### src/rtl/stc_pkg.sv
// Package for the symbol transition counter: sizes, symbol constants, the
// command type shared by the front end, queue and back end, and the entry and
// result types of the back end. Depends on nothing.
`default_nettype none

package stc_pkg;

    localparam int TABLE_ENTRIES = 64;
    localparam int COUNT_WIDTH   = 32;
    localparam int IDX_W         = $clog2(TABLE_ENTRIES);
    localparam int FILL_W        = $clog2(TABLE_ENTRIES + 1);
    localparam int QUEUE_DEPTH   = 2;
    localparam int QPTR_W        = $clog2(QUEUE_DEPTH);
    localparam int QCNT_W        = $clog2(QUEUE_DEPTH + 1);

    localparam logic [7:0] SYM_ZERO      = 8'h00;
    localparam logic [7:0] SYM_SPACE     = 8'h20;
    localparam logic [7:0] IGNORED_RESET = 8'd78;

    localparam logic [COUNT_WIDTH-1:0] COUNT_MAX = {COUNT_WIDTH{1'b1}};

    // What the back end has to do for one request.
    typedef enum logic [1:0] {
        K_ZERO,
        K_READ,
        K_PAIR
    } t_kind;

    typedef struct packed {
        t_kind       kind;
        logic [7:0]  from_sym;
        logic [7:0]  to_sym;
        logic [5:0]  entry_index;
    } t_cmd;

    typedef struct packed {
        logic [7:0]             from_sym;
        logic [7:0]             to_sym;
        logic [COUNT_WIDTH-1:0] tally;
    } t_entry;

    typedef struct packed {
        logic        counted;
        logic [5:0]  slot;
        logic [31:0] pair_count;
        logic        new_pair;
        logic        table_full;
        logic [7:0]  from_symbol;
        logic [7:0]  to_symbol;
        logic        entry_used;
    } t_result;

    typedef enum logic [1:0] {
        S_IDLE,
        S_READ,
        S_SEARCH
    } t_back_state;

endpackage

`default_nettype wire

### src/rtl/stc_if.sv
// Valid/ready channel interfaces for the request and result streams.
// Depends on nothing.
`default_nettype none

interface stc_in_if;
    logic       valid;
    logic       ready;
    logic       action;
    logic [7:0] symbol;
    logic [5:0] entry_index;

    modport source (output valid, action, symbol, entry_index, input ready);
    modport sink   (input valid, action, symbol, entry_index, output ready);
endinterface

interface stc_out_if;
    logic        valid;
    logic        ready;
    logic        counted;
    logic [5:0]  slot;
    logic [31:0] pair_count;
    logic        new_pair;
    logic        table_full;
    logic [7:0]  from_symbol;
    logic [7:0]  to_symbol;
    logic        entry_used;

    modport source (output valid, counted, slot, pair_count, new_pair, table_full,
                    from_symbol, to_symbol, entry_used, input ready);
    modport sink   (input valid, counted, slot, pair_count, new_pair, table_full,
                    from_symbol, to_symbol, entry_used, output ready);
endinterface

`default_nettype wire

### src/rtl/stc_front.sv
// Front end: accepts requests, holds the ignored-symbol register and the
// previous symbol, and turns each request into a command. Uses stc_pkg, stc_if.
`default_nettype none

module stc_front (
    input  wire logic        i_clk,
    input  wire logic        i_rst_n,
    stc_in_if.sink           i_in,
    input  wire logic        i_cfg_wr_en,
    input  wire logic [7:0]  i_cfg_wr_data,
    input  wire logic        i_q_ready,
    output logic             o_push,
    output stc_pkg::t_cmd    o_cmd
);

    logic [7:0] r_ignored;
    logic [7:0] r_prev;
    logic       r_have_prev;
    logic [7:0] n_prev;
    logic       n_have_prev;
    logic       skip;

    assign i_in.ready = i_q_ready;
    assign o_push     = i_in.valid && i_q_ready;

    always_comb begin
        skip = (i_in.symbol == stc_pkg::SYM_ZERO) || (i_in.symbol == stc_pkg::SYM_SPACE)
            || (i_in.symbol == r_ignored);
        n_prev            = r_prev;
        n_have_prev       = r_have_prev;
        o_cmd.kind        = stc_pkg::K_ZERO;
        o_cmd.from_sym    = r_prev;
        o_cmd.to_sym      = i_in.symbol;
        o_cmd.entry_index = i_in.entry_index;
        if (i_in.action) begin
            o_cmd.kind = stc_pkg::K_READ;
        end else if (!skip) begin
            n_prev      = i_in.symbol;
            n_have_prev = 1'b1;
            // The very first symbol only primes the previous symbol.
            if (r_have_prev) begin
                o_cmd.kind = stc_pkg::K_PAIR;
            end
        end
    end

    always_ff @(posedge i_clk) begin
        if (!i_rst_n) begin
            r_ignored   <= stc_pkg::IGNORED_RESET;
            r_prev      <= stc_pkg::SYM_ZERO;
            r_have_prev <= 1'b0;
        end else begin
            if (i_cfg_wr_en) begin
                r_ignored <= i_cfg_wr_data;
            end
            if (o_push) begin
                r_prev      <= n_prev;
                r_have_prev <= n_have_prev;
            end
        end
    end

endmodule

`default_nettype wire

### src/rtl/stc_queue.sv
// Short command queue between the front end and the back end.
// Uses stc_pkg.
`default_nettype none

module stc_queue (
    input  wire logic           i_clk,
    input  wire logic           i_rst_n,
    input  wire logic           i_push,
    input  wire stc_pkg::t_cmd  i_cmd,
    output logic                o_ready,
    output logic                o_valid,
    output stc_pkg::t_cmd       o_cmd,
    input  wire logic           i_pop
);

    stc_pkg::t_cmd                r_mem [stc_pkg::QUEUE_DEPTH];
    logic [stc_pkg::QPTR_W-1:0]   r_wr_ptr;
    logic [stc_pkg::QPTR_W-1:0]   r_rd_ptr;
    logic [stc_pkg::QCNT_W-1:0]   r_count;

    localparam logic [stc_pkg::QPTR_W-1:0] LAST = stc_pkg::QPTR_W'(stc_pkg::QUEUE_DEPTH - 1);

    assign o_ready = (r_count != stc_pkg::QCNT_W'(stc_pkg::QUEUE_DEPTH));
    assign o_valid = (r_count != '0);
    assign o_cmd   = r_mem[r_rd_ptr];

    always_ff @(posedge i_clk) begin
        if (i_push) begin
            r_mem[r_wr_ptr] <= i_cmd;
        end
    end

    always_ff @(posedge i_clk) begin
        if (!i_rst_n) begin
            r_wr_ptr <= '0;
            r_rd_ptr <= '0;
            r_count  <= '0;
        end else begin
            if (i_push) begin
                r_wr_ptr <= (r_wr_ptr == LAST) ? '0 : r_wr_ptr + 1'b1;
            end
            if (i_pop) begin
                r_rd_ptr <= (r_rd_ptr == LAST) ? '0 : r_rd_ptr + 1'b1;
            end
            if (i_push && !i_pop) begin
                r_count <= r_count + 1'b1;
            end else if (i_pop && !i_push) begin
                r_count <= r_count - 1'b1;
            end
        end
    end

endmodule

`default_nettype wire

### src/rtl/stc_back.sv
// Back end: owns the transition table memory and the fill count, searches the
// table one entry per cycle and drives the result register. Uses stc_pkg, stc_if.
`default_nettype none

module stc_back (
    input  wire logic           i_clk,
    input  wire logic           i_rst_n,
    input  wire logic           i_q_valid,
    input  wire stc_pkg::t_cmd  i_cmd,
    output logic                o_pop,
    stc_out_if.source           o_out
);

    stc_pkg::t_entry               r_mem [stc_pkg::TABLE_ENTRIES];
    stc_pkg::t_entry               r_rdata;
    stc_pkg::t_back_state          r_state, n_state;
    logic [stc_pkg::FILL_W-1:0]    r_filled, n_filled;
    logic [stc_pkg::IDX_W-1:0]     r_ptr, n_ptr;
    stc_pkg::t_cmd                 r_cmd;
    logic                          r_out_valid;
    stc_pkg::t_result              r_res, n_res;
    logic                          ld;
    logic                          rd_en;
    logic [stc_pkg::IDX_W-1:0]     rd_addr;
    logic                          wr_en;
    logic [stc_pkg::IDX_W-1:0]     wr_addr;
    stc_pkg::t_entry               wr_data;
    logic                          hit;
    logic [stc_pkg::FILL_W-1:0]    ptr_next;

    // Table memory: one write and one registered read per cycle.
    always_ff @(posedge i_clk) begin
        if (wr_en) begin
            r_mem[wr_addr] <= wr_data;
        end
        if (rd_en) begin
            r_rdata <= r_mem[rd_addr];
        end
    end

    always_comb begin
        n_state  = r_state;
        n_filled = r_filled;
        n_ptr    = r_ptr;
        n_res    = '0;
        ld       = 1'b0;
        rd_en    = 1'b0;
        rd_addr  = r_ptr;
        wr_en    = 1'b0;
        wr_addr  = r_ptr;
        wr_data  = r_rdata;
        o_pop    = 1'b0;
        hit      = (stc_pkg::FILL_W'(r_ptr) < r_filled)
                && (r_rdata.from_sym == r_cmd.from_sym) && (r_rdata.to_sym == r_cmd.to_sym);
        ptr_next = stc_pkg::FILL_W'(r_ptr) + stc_pkg::FILL_W'(1);

        unique case (r_state)
            stc_pkg::S_IDLE: begin
                // Only take a command when the result register can hold its answer.
                if (i_q_valid && (!r_out_valid || o_out.ready)) begin
                    o_pop = 1'b1;
                    unique case (i_cmd.kind)
                        stc_pkg::K_ZERO: begin
                            ld = 1'b1;
                        end
                        stc_pkg::K_READ: begin
                            if (32'(i_cmd.entry_index) < 32'(r_filled)) begin
                                rd_en   = 1'b1;
                                rd_addr = stc_pkg::IDX_W'(i_cmd.entry_index);
                                n_state = stc_pkg::S_READ;
                            end else begin
                                ld         = 1'b1;
                                n_res.slot = i_cmd.entry_index;
                            end
                        end
                        stc_pkg::K_PAIR: begin
                            rd_en   = 1'b1;
                            rd_addr = '0;
                            n_ptr   = '0;
                            n_state = stc_pkg::S_SEARCH;
                        end
                        default: begin
                            ld = 1'b1;
                        end
                    endcase
                end
            end
            stc_pkg::S_READ: begin
                ld                = 1'b1;
                n_res.slot        = r_cmd.entry_index;
                n_res.pair_count  = 32'(r_rdata.tally);
                n_res.from_symbol = r_rdata.from_sym;
                n_res.to_symbol   = r_rdata.to_sym;
                n_res.entry_used  = 1'b1;
                n_state           = stc_pkg::S_IDLE;
            end
            stc_pkg::S_SEARCH: begin
                n_res.from_symbol = r_cmd.from_sym;
                n_res.to_symbol   = r_cmd.to_sym;
                if (hit) begin
                    wr_en         = 1'b1;
                    wr_addr       = r_ptr;
                    wr_data.tally = (r_rdata.tally == stc_pkg::COUNT_MAX)
                                  ? r_rdata.tally : r_rdata.tally + 1'b1;
                    ld               = 1'b1;
                    n_res.counted    = 1'b1;
                    n_res.slot       = 6'(r_ptr);
                    n_res.pair_count = 32'(wr_data.tally);
                    n_res.entry_used = 1'b1;
                    n_state          = stc_pkg::S_IDLE;
                end else if (ptr_next < r_filled) begin
                    rd_en   = 1'b1;
                    rd_addr = stc_pkg::IDX_W'(ptr_next);
                    n_ptr   = stc_pkg::IDX_W'(ptr_next);
                end else if (r_filled == stc_pkg::FILL_W'(stc_pkg::TABLE_ENTRIES)) begin
                    ld               = 1'b1;
                    n_res.table_full = 1'b1;
                    n_state          = stc_pkg::S_IDLE;
                end else begin
                    wr_en            = 1'b1;
                    wr_addr          = stc_pkg::IDX_W'(r_filled);
                    wr_data.from_sym = r_cmd.from_sym;
                    wr_data.to_sym   = r_cmd.to_sym;
                    wr_data.tally    = stc_pkg::COUNT_WIDTH'(1);
                    n_filled         = r_filled + 1'b1;
                    ld               = 1'b1;
                    n_res.counted    = 1'b1;
                    n_res.slot       = 6'(r_filled);
                    n_res.pair_count = 32'(1);
                    n_res.new_pair   = 1'b1;
                    n_res.entry_used = 1'b1;
                    n_state          = stc_pkg::S_IDLE;
                end
            end
            default: begin
                n_state = stc_pkg::S_IDLE;
            end
        endcase
    end

    always_ff @(posedge i_clk) begin
        if (!i_rst_n) begin
            r_state     <= stc_pkg::S_IDLE;
            r_filled    <= '0;
            r_out_valid <= 1'b0;
        end else begin
            r_state  <= n_state;
            r_filled <= n_filled;
            if (ld) begin
                r_out_valid <= 1'b1;
            end else if (o_out.ready) begin
                r_out_valid <= 1'b0;
            end
        end
    end

    always_ff @(posedge i_clk) begin
        r_ptr <= n_ptr;
        if (o_pop) begin
            r_cmd <= i_cmd;
        end
        if (ld) begin
            r_res <= n_res;
        end
    end

    assign o_out.valid       = r_out_valid;
    assign o_out.counted     = r_res.counted;
    assign o_out.slot        = r_res.slot;
    assign o_out.pair_count  = r_res.pair_count;
    assign o_out.new_pair    = r_res.new_pair;
    assign o_out.table_full  = r_res.table_full;
    assign o_out.from_symbol = r_res.from_symbol;
    assign o_out.to_symbol   = r_res.to_symbol;
    assign o_out.entry_used  = r_res.entry_used;

endmodule

`default_nettype wire

### src/rtl/symbol_transition_counter_core.sv
// A skipped or first symbol loads its answer when its request leaves the queue, an
// in-range entry read answers after the registered memory read, and a symbol pair
// searches N entries, at least 1 and up to 64; the table search reads one memory entry per cycle.
// Throughput is one request per back-end pass; the two-deep queue lets requests arrive
// while a search runs. Reset empties the table, clears the previous symbol and loads
// 78 into the ignored-symbol register; no clearing pass is needed.
`default_nettype none

module symbol_transition_counter_core (
    input  wire logic        i_clk,
    input  wire logic        i_rst_n,
    stc_in_if.sink           i_in,
    stc_out_if.source        o_out,
    input  wire logic        i_cfg_wr_en,
    input  wire logic [7:0]  i_cfg_wr_data
);

    // The front end classifies each request as soon as it is taken: reads of the table,
    // symbols that are skipped or only prime the previous symbol, and real symbol pairs.
    // Only the previous symbol and the ignored-symbol register live in the front end,
    // so it can run ahead of the table search by as many requests as the queue holds.
    logic           push;
    logic           q_ready;
    logic           q_valid;
    logic           pop;
    stc_pkg::t_cmd  push_cmd;
    stc_pkg::t_cmd  pop_cmd;

    stc_front u_front (
        .i_clk         (i_clk),
        .i_rst_n       (i_rst_n),
        .i_in          (i_in),
        .i_cfg_wr_en   (i_cfg_wr_en),
        .i_cfg_wr_data (i_cfg_wr_data),
        .i_q_ready     (q_ready),
        .o_push        (push),
        .o_cmd         (push_cmd)
    );

    stc_queue u_queue (
        .i_clk   (i_clk),
        .i_rst_n (i_rst_n),
        .i_push  (push),
        .i_cmd   (push_cmd),
        .o_ready (q_ready),
        .o_valid (q_valid),
        .o_cmd   (pop_cmd),
        .i_pop   (pop)
    );

    // For a pair, the back end walks the filled entries in fill order, updates a
    // matching entry with a saturating count, appends the pair at the fill count
    // or reports a full table. Its result register lets the back end start the
    // next command while the previous result is being taken.
    stc_back u_back (
        .i_clk     (i_clk),
        .i_rst_n   (i_rst_n),
        .i_q_valid (q_valid),
        .i_cmd     (pop_cmd),
        .o_pop     (pop),
        .o_out     (o_out)
    );

endmodule

`default_nettype wire
### src/flat_wrapper.sv
// flat-port wrapper written by rule: the top's interface ports become plain ports
module symbol_transition_counter_core_flat 
  (i_clk, i_rst_n, i_cfg_wr_en, i_cfg_wr_data, i_in_valid, i_in_action, i_in_symbol, i_in_entry_index, i_in_ready, o_out_valid, o_out_counted, o_out_slot, o_out_pair_count, o_out_new_pair, o_out_table_full, o_out_from_symbol, o_out_to_symbol, o_out_entry_used, o_out_ready);
  stc_in_if i_in_i ();
  stc_out_if o_out_i ();
  input  wire logic i_clk;
  input  wire logic i_rst_n;
  input  wire logic i_cfg_wr_en;
  input  wire logic [7:0] i_cfg_wr_data;
  input wire logic [$bits(i_in_i.valid)-1:0] i_in_valid;
  input wire logic [$bits(i_in_i.action)-1:0] i_in_action;
  input wire logic [$bits(i_in_i.symbol)-1:0] i_in_symbol;
  input wire logic [$bits(i_in_i.entry_index)-1:0] i_in_entry_index;
  output wire logic [$bits(i_in_i.ready)-1:0] i_in_ready;
  output wire logic [$bits(o_out_i.valid)-1:0] o_out_valid;
  output wire logic [$bits(o_out_i.counted)-1:0] o_out_counted;
  output wire logic [$bits(o_out_i.slot)-1:0] o_out_slot;
  output wire logic [$bits(o_out_i.pair_count)-1:0] o_out_pair_count;
  output wire logic [$bits(o_out_i.new_pair)-1:0] o_out_new_pair;
  output wire logic [$bits(o_out_i.table_full)-1:0] o_out_table_full;
  output wire logic [$bits(o_out_i.from_symbol)-1:0] o_out_from_symbol;
  output wire logic [$bits(o_out_i.to_symbol)-1:0] o_out_to_symbol;
  output wire logic [$bits(o_out_i.entry_used)-1:0] o_out_entry_used;
  input wire logic [$bits(o_out_i.ready)-1:0] o_out_ready;
  assign i_in_i.valid = i_in_valid;
  assign i_in_i.action = i_in_action;
  assign i_in_i.symbol = i_in_symbol;
  assign i_in_i.entry_index = i_in_entry_index;
  assign i_in_ready = i_in_i.ready;
  assign o_out_valid = o_out_i.valid;
  assign o_out_counted = o_out_i.counted;
  assign o_out_slot = o_out_i.slot;
  assign o_out_pair_count = o_out_i.pair_count;
  assign o_out_new_pair = o_out_i.new_pair;
  assign o_out_table_full = o_out_i.table_full;
  assign o_out_from_symbol = o_out_i.from_symbol;
  assign o_out_to_symbol = o_out_i.to_symbol;
  assign o_out_entry_used = o_out_i.entry_used;
  assign o_out_i.ready = o_out_ready;
  symbol_transition_counter_core u_core (.i_clk(i_clk), .i_rst_n(i_rst_n), .i_in(i_in_i), .o_out(o_out_i), .i_cfg_wr_en(i_cfg_wr_en), .i_cfg_wr_data(i_cfg_wr_data));
endmodule
### config.mk
export PLATFORM = sky130hd
export DESIGN_NAME = symbol_transition_counter_core_flat
export DESIGN_NICKNAME = d
export VERILOG_FILES = /design/src/rtl/stc_pkg.sv /design/src/rtl/stc_if.sv /design/src/rtl/stc_front.sv /design/src/rtl/stc_queue.sv /design/src/rtl/stc_back.sv /design/src/rtl/symbol_transition_counter_core.sv /design/src/flat_wrapper.sv
export SDC_FILE = /design/constraint.sdc
export NUM_CORES = 2
export LEC_CHECK = 0
export BUFFER_PORTS_ARGS = -buffer_cell sky130_fd_sc_hd__buf_2
export CAP_MARGIN = 40
export CORE_MARGIN = 1
export CORE_UTILIZATION = 45
export DETAILED_ROUTE_END_ITERATION = 12
export PLACE_DENSITY = 0.65
export SLEW_MARGIN = 10
export SYNTH_ARGS = -nofsm -noshare
export SYNTH_HDL_FRONTEND = slang
export SYNTH_HIERARCHICAL = 1
export SYNTH_SLANG_ARGS = --single-unit
### constraint.sdc
create_clock -name i_clk -period 7.5 [get_ports i_clk]
set_clock_uncertainty 0.05 [all_clocks]
set_input_delay 2.25 -clock i_clk [delete_from_list [all_inputs] [get_ports i_clk]]
set_output_delay 2.25 -clock i_clk [all_outputs]
set_load 0.005 [all_outputs]
==> flow_summary.toml <==
[synthesis]
syn_inst = 7678
synth_nets = 7733
yosys_register_bits = 3286
yosysSeqAreaShare_pct = 76.39
avgSynthCellArea_um2 = 16.77
synth-edff-count = 3254
syn-cell-area_um2 = 128800
synth_flop_cell = "edfxtp_1"
yosys_warnings = 6
post_synth_num_cell_types = 81
async_flop_share_pct = 0

[power]
power_frac_seq_pct = 32.5
comb_power_share_pct = 43.9
power_density_nw_per_um2 = 477.1
p_total_mw = 70.35
switchingPower_mw = 28.02
pwr-share-clk_pct = 23.6
swShare_pct = 39.82
p_leak_nw = 47.87
vdd_ir_drop_max_uv = 715.8
power.internal_mw = 42.34

[critical_path]
critPathArrivalTime_ns = 7.15
path_class = "flop to flop"
r2r-end = "u_core/u_back/r_rdata[47]"
crit_start = "u_core/u_back/r_ptr[0]"
r2r_cells = 18
r2r_slack_ns = 1.00
cp_max_fo = 33
cp-end-kind = "flop"
worstPathRequired_ns = 8.15
crit_end = "u_core/u_back/r_rdata[47]"
critPathLaunchType = "flop"
r2r_start = "u_core/u_back/r_ptr[0]"

[clock_network]
clk_pin_slew_ns = 0.06
cts_num_sinks = 3286
cts_setup_buffers = 0
hold_buffers = 0
cts_root_buf = "clkbuf_16"
cts_tree = "done"
numCtsBuffers = 344
cts_max_level = 5
insertion_delay_ns = 1.01
clk_path_buf_depth = 4
cts-resized-gates = 0

[detailed_routing]
ant_nets = 0
routed_wl_mm = 403.9
vias = 76870
drtIter0Drc = 12881
wl_per_cell_um = 33.60
routed_via_density = 6.394
drcViolationCount = 0
firstDrtPassIters = 9

[run_status]
outcome = "completed"

[sta]
tightest_slew_ns = 1.070
fin_crit_ns = 6.499
rsz0062_at_grt = "no"
fmax_ghz = 0.1539
setup_ws_ns = 1.001
setup_tns_ns = 0
relSlewSlack_pct = 28.66
finalSetupViolCount = 0
slew_viol_final = 0
period_share_pct = 86.65
hold_viol = 0

[die]
die_h_um = 536.9
core_area_um2 = 285000
rows = 196
initial_core_util_pct = 45.18
die-width_um = 536.9
pin_count = 88
fp.dieArea_um2 = 288300

[final_layout]
seq_area_um2 = 98350
area_growth_pct = 14.53
multi_input_area_um2 = 28680
nNetsFinal = 8058
drive_above_1_share_pct = 17.67
fill_cells = 22408

[placement]
dp_slack_ns = 0.6218
place_hpwl_mm = 227.3
io_buffers = 87
finalWeightedCongestion = 0.8912

[global_routing]
first_global_vias = 73867
grt_pass1_wl_mm = 558.6
grt_max_degree = 147
grt_overflow = 0
antenna_found_initial = 8
grt_usage_pct = 27.60

[hold_path]
hold_path.class = "flop to flop"

[run]
maxCapViolCount = 0
per-stage QoR:
step	cells	utilization (%)	hold WS, ns	cell area (µm²)
finish	12023	51.75	0.4016	147500
global route	12018	51.74	0.4220	147500
CTS	12015	51.73	0.4095	147400
detailed placement	11417	47.95	0.3897	136600
global placement	11363	47.60	0.3818	135600
floorplan	7678	-	0.3754	128800
cells by family after synthesis:
kind of cell | synth area share, %
fa+ha+maj | 0.2624
xor+xnor | 0.2857
compound gates | 5.286
flops | 76.39
mux | 8.287
simple gates | 7.524
buf+inv | 1.966
power by group through the flow:
stage               clock (mW)  combinational [mW]  sequential [mW]
CTS                       16.7                30.2             22.9
detailed placement           0                30.1             23.2
finish                    16.6                30.9             22.9
floorplan                    0                18.4             23.1
global route              17.3                32.0             22.9
global placement             0                29.3             23.3
critical path, stage by stage (launching register included):
cell	delay, ns
edfxtp_1	0.68
ha_1	0.38
nand3_1	0.18
xnor2_1	0.19
ha_1	0.32
a21oi_1	0.07
o21ai_0	0.23
a21o_1	0.36
a211oi_1	0.14
nor4_4	0.34
and2_4	0.72
buf_12	0.30
buf_12	0.30
mux4_2	0.57
a22oi_1	0.20
nand3_1	0.10
nor3_1	0.66
buf_4	0.22
o31ai_1	0.06
per-layer routing:
metal	global-route usage [%]	share of wire, %
met5	0.06579	0.011
met4	15.68	6.6
met3	6.226	12
met2	42.87	46
met1	35.95	35
synthesized netlist by cell type (33+ instances only):
master | n | area [µm²]
a21boi_0 | 33 | 247.7
a21oi_1 | 224 | 1121
a22oi_1 | 177 | 1329
a31oi_1 | 136 | 850.8
a32oi_1 | 154 | 1349
and3_1 | 50 | 312.8
buf_1 | 38 | 142.6
buf_2 | 142 | 710.7
buf_4 | 52 | 390.4
clkbuf_1 | 222 | 833.3
edfxtp_1 | 3254 | 97710
mux2i_1 | 229 | 2292
mux4_2 | 352 | 7928
nand2_1 | 1350 | 5067
nand3_1 | 403 | 2017
nand4_1 | 82 | 513.0
nor2_1 | 148 | 555.5
nor3_1 | 38 | 190.2
o21ai_0 | 81 | 405.4
sequential cells by signal (all words and copies together) (netlist names), 2 cells and up, named ones only:
signal	flops
u_core/u_back/o_out.from_symbol	8
u_core/u_back/o_out.pair_count	32
u_core/u_back/o_out.slot	6
u_core/u_back/o_out.to_symbol	8
u_core/u_back/r_cmd	22
u_core/u_back/r_filled	7
u_core/u_back/r_mem	3072
u_core/u_back/r_ptr	6
u_core/u_back/r_rdata	48
u_core/u_back/r_state	2
u_core/u_front/r_ignored	8
u_core/u_front/r_prev	8
u_core/u_queue/r_count	2
u_core/u_queue/r_mem	48
cells in the final DEF (no fill, tap or decap), drive strengths merged, types with 84 or more instances in the layout:
master and count:
edfxtp 3254, nand2 1350, buf 465, clkbuf 409, nand3 403, mux4 352, mux2i 229, a21oi 224
a22oi 177, a32oi 154, nor2 148, a31oi 136, clkinv 136, o21ai 84
worst min-delay path by stage:
stage | end | cells after the start | slack (ns) | start
2_1_floorplan | u_core/u_queue/r_mem[0][14] | 0 | 0.38 | u_core/u_front/r_prev[0]
4_1_cts | u_core/u_queue/r_mem[1][16] | 0 | 0.41 | u_core/u_front/r_prev[2]
5_1_grt | u_core/u_queue/r_mem[1][20] | 0 | 0.42 | u_core/u_front/r_prev[6]
3_5_place_dp | u_core/u_queue/r_mem[0][15] | 0 | 0.39 | u_core/u_front/r_prev[1]
3_3_place_gp | u_core/u_queue/r_mem[0][21] | 0 | 0.38 | u_core/u_front/r_prev[7]
6_report | u_core/u_queue/r_mem[1][20] | 0 | 0.40 | u_core/u_front/r_prev[6]
final cells by class:
class                      count  share of cell area [%]
multi-input combinational   3885                   19.45
clock inverter               189                   1.229
sequential                  3286                   66.70
timing repair buffer         465                   3.295
antenna                        6                 0.01018
clock buffer                 409                   6.075
inverter                      21                 0.05345
tap                         3762                   3.192
No activity file was read; power rests on OpenSTA's default activity.
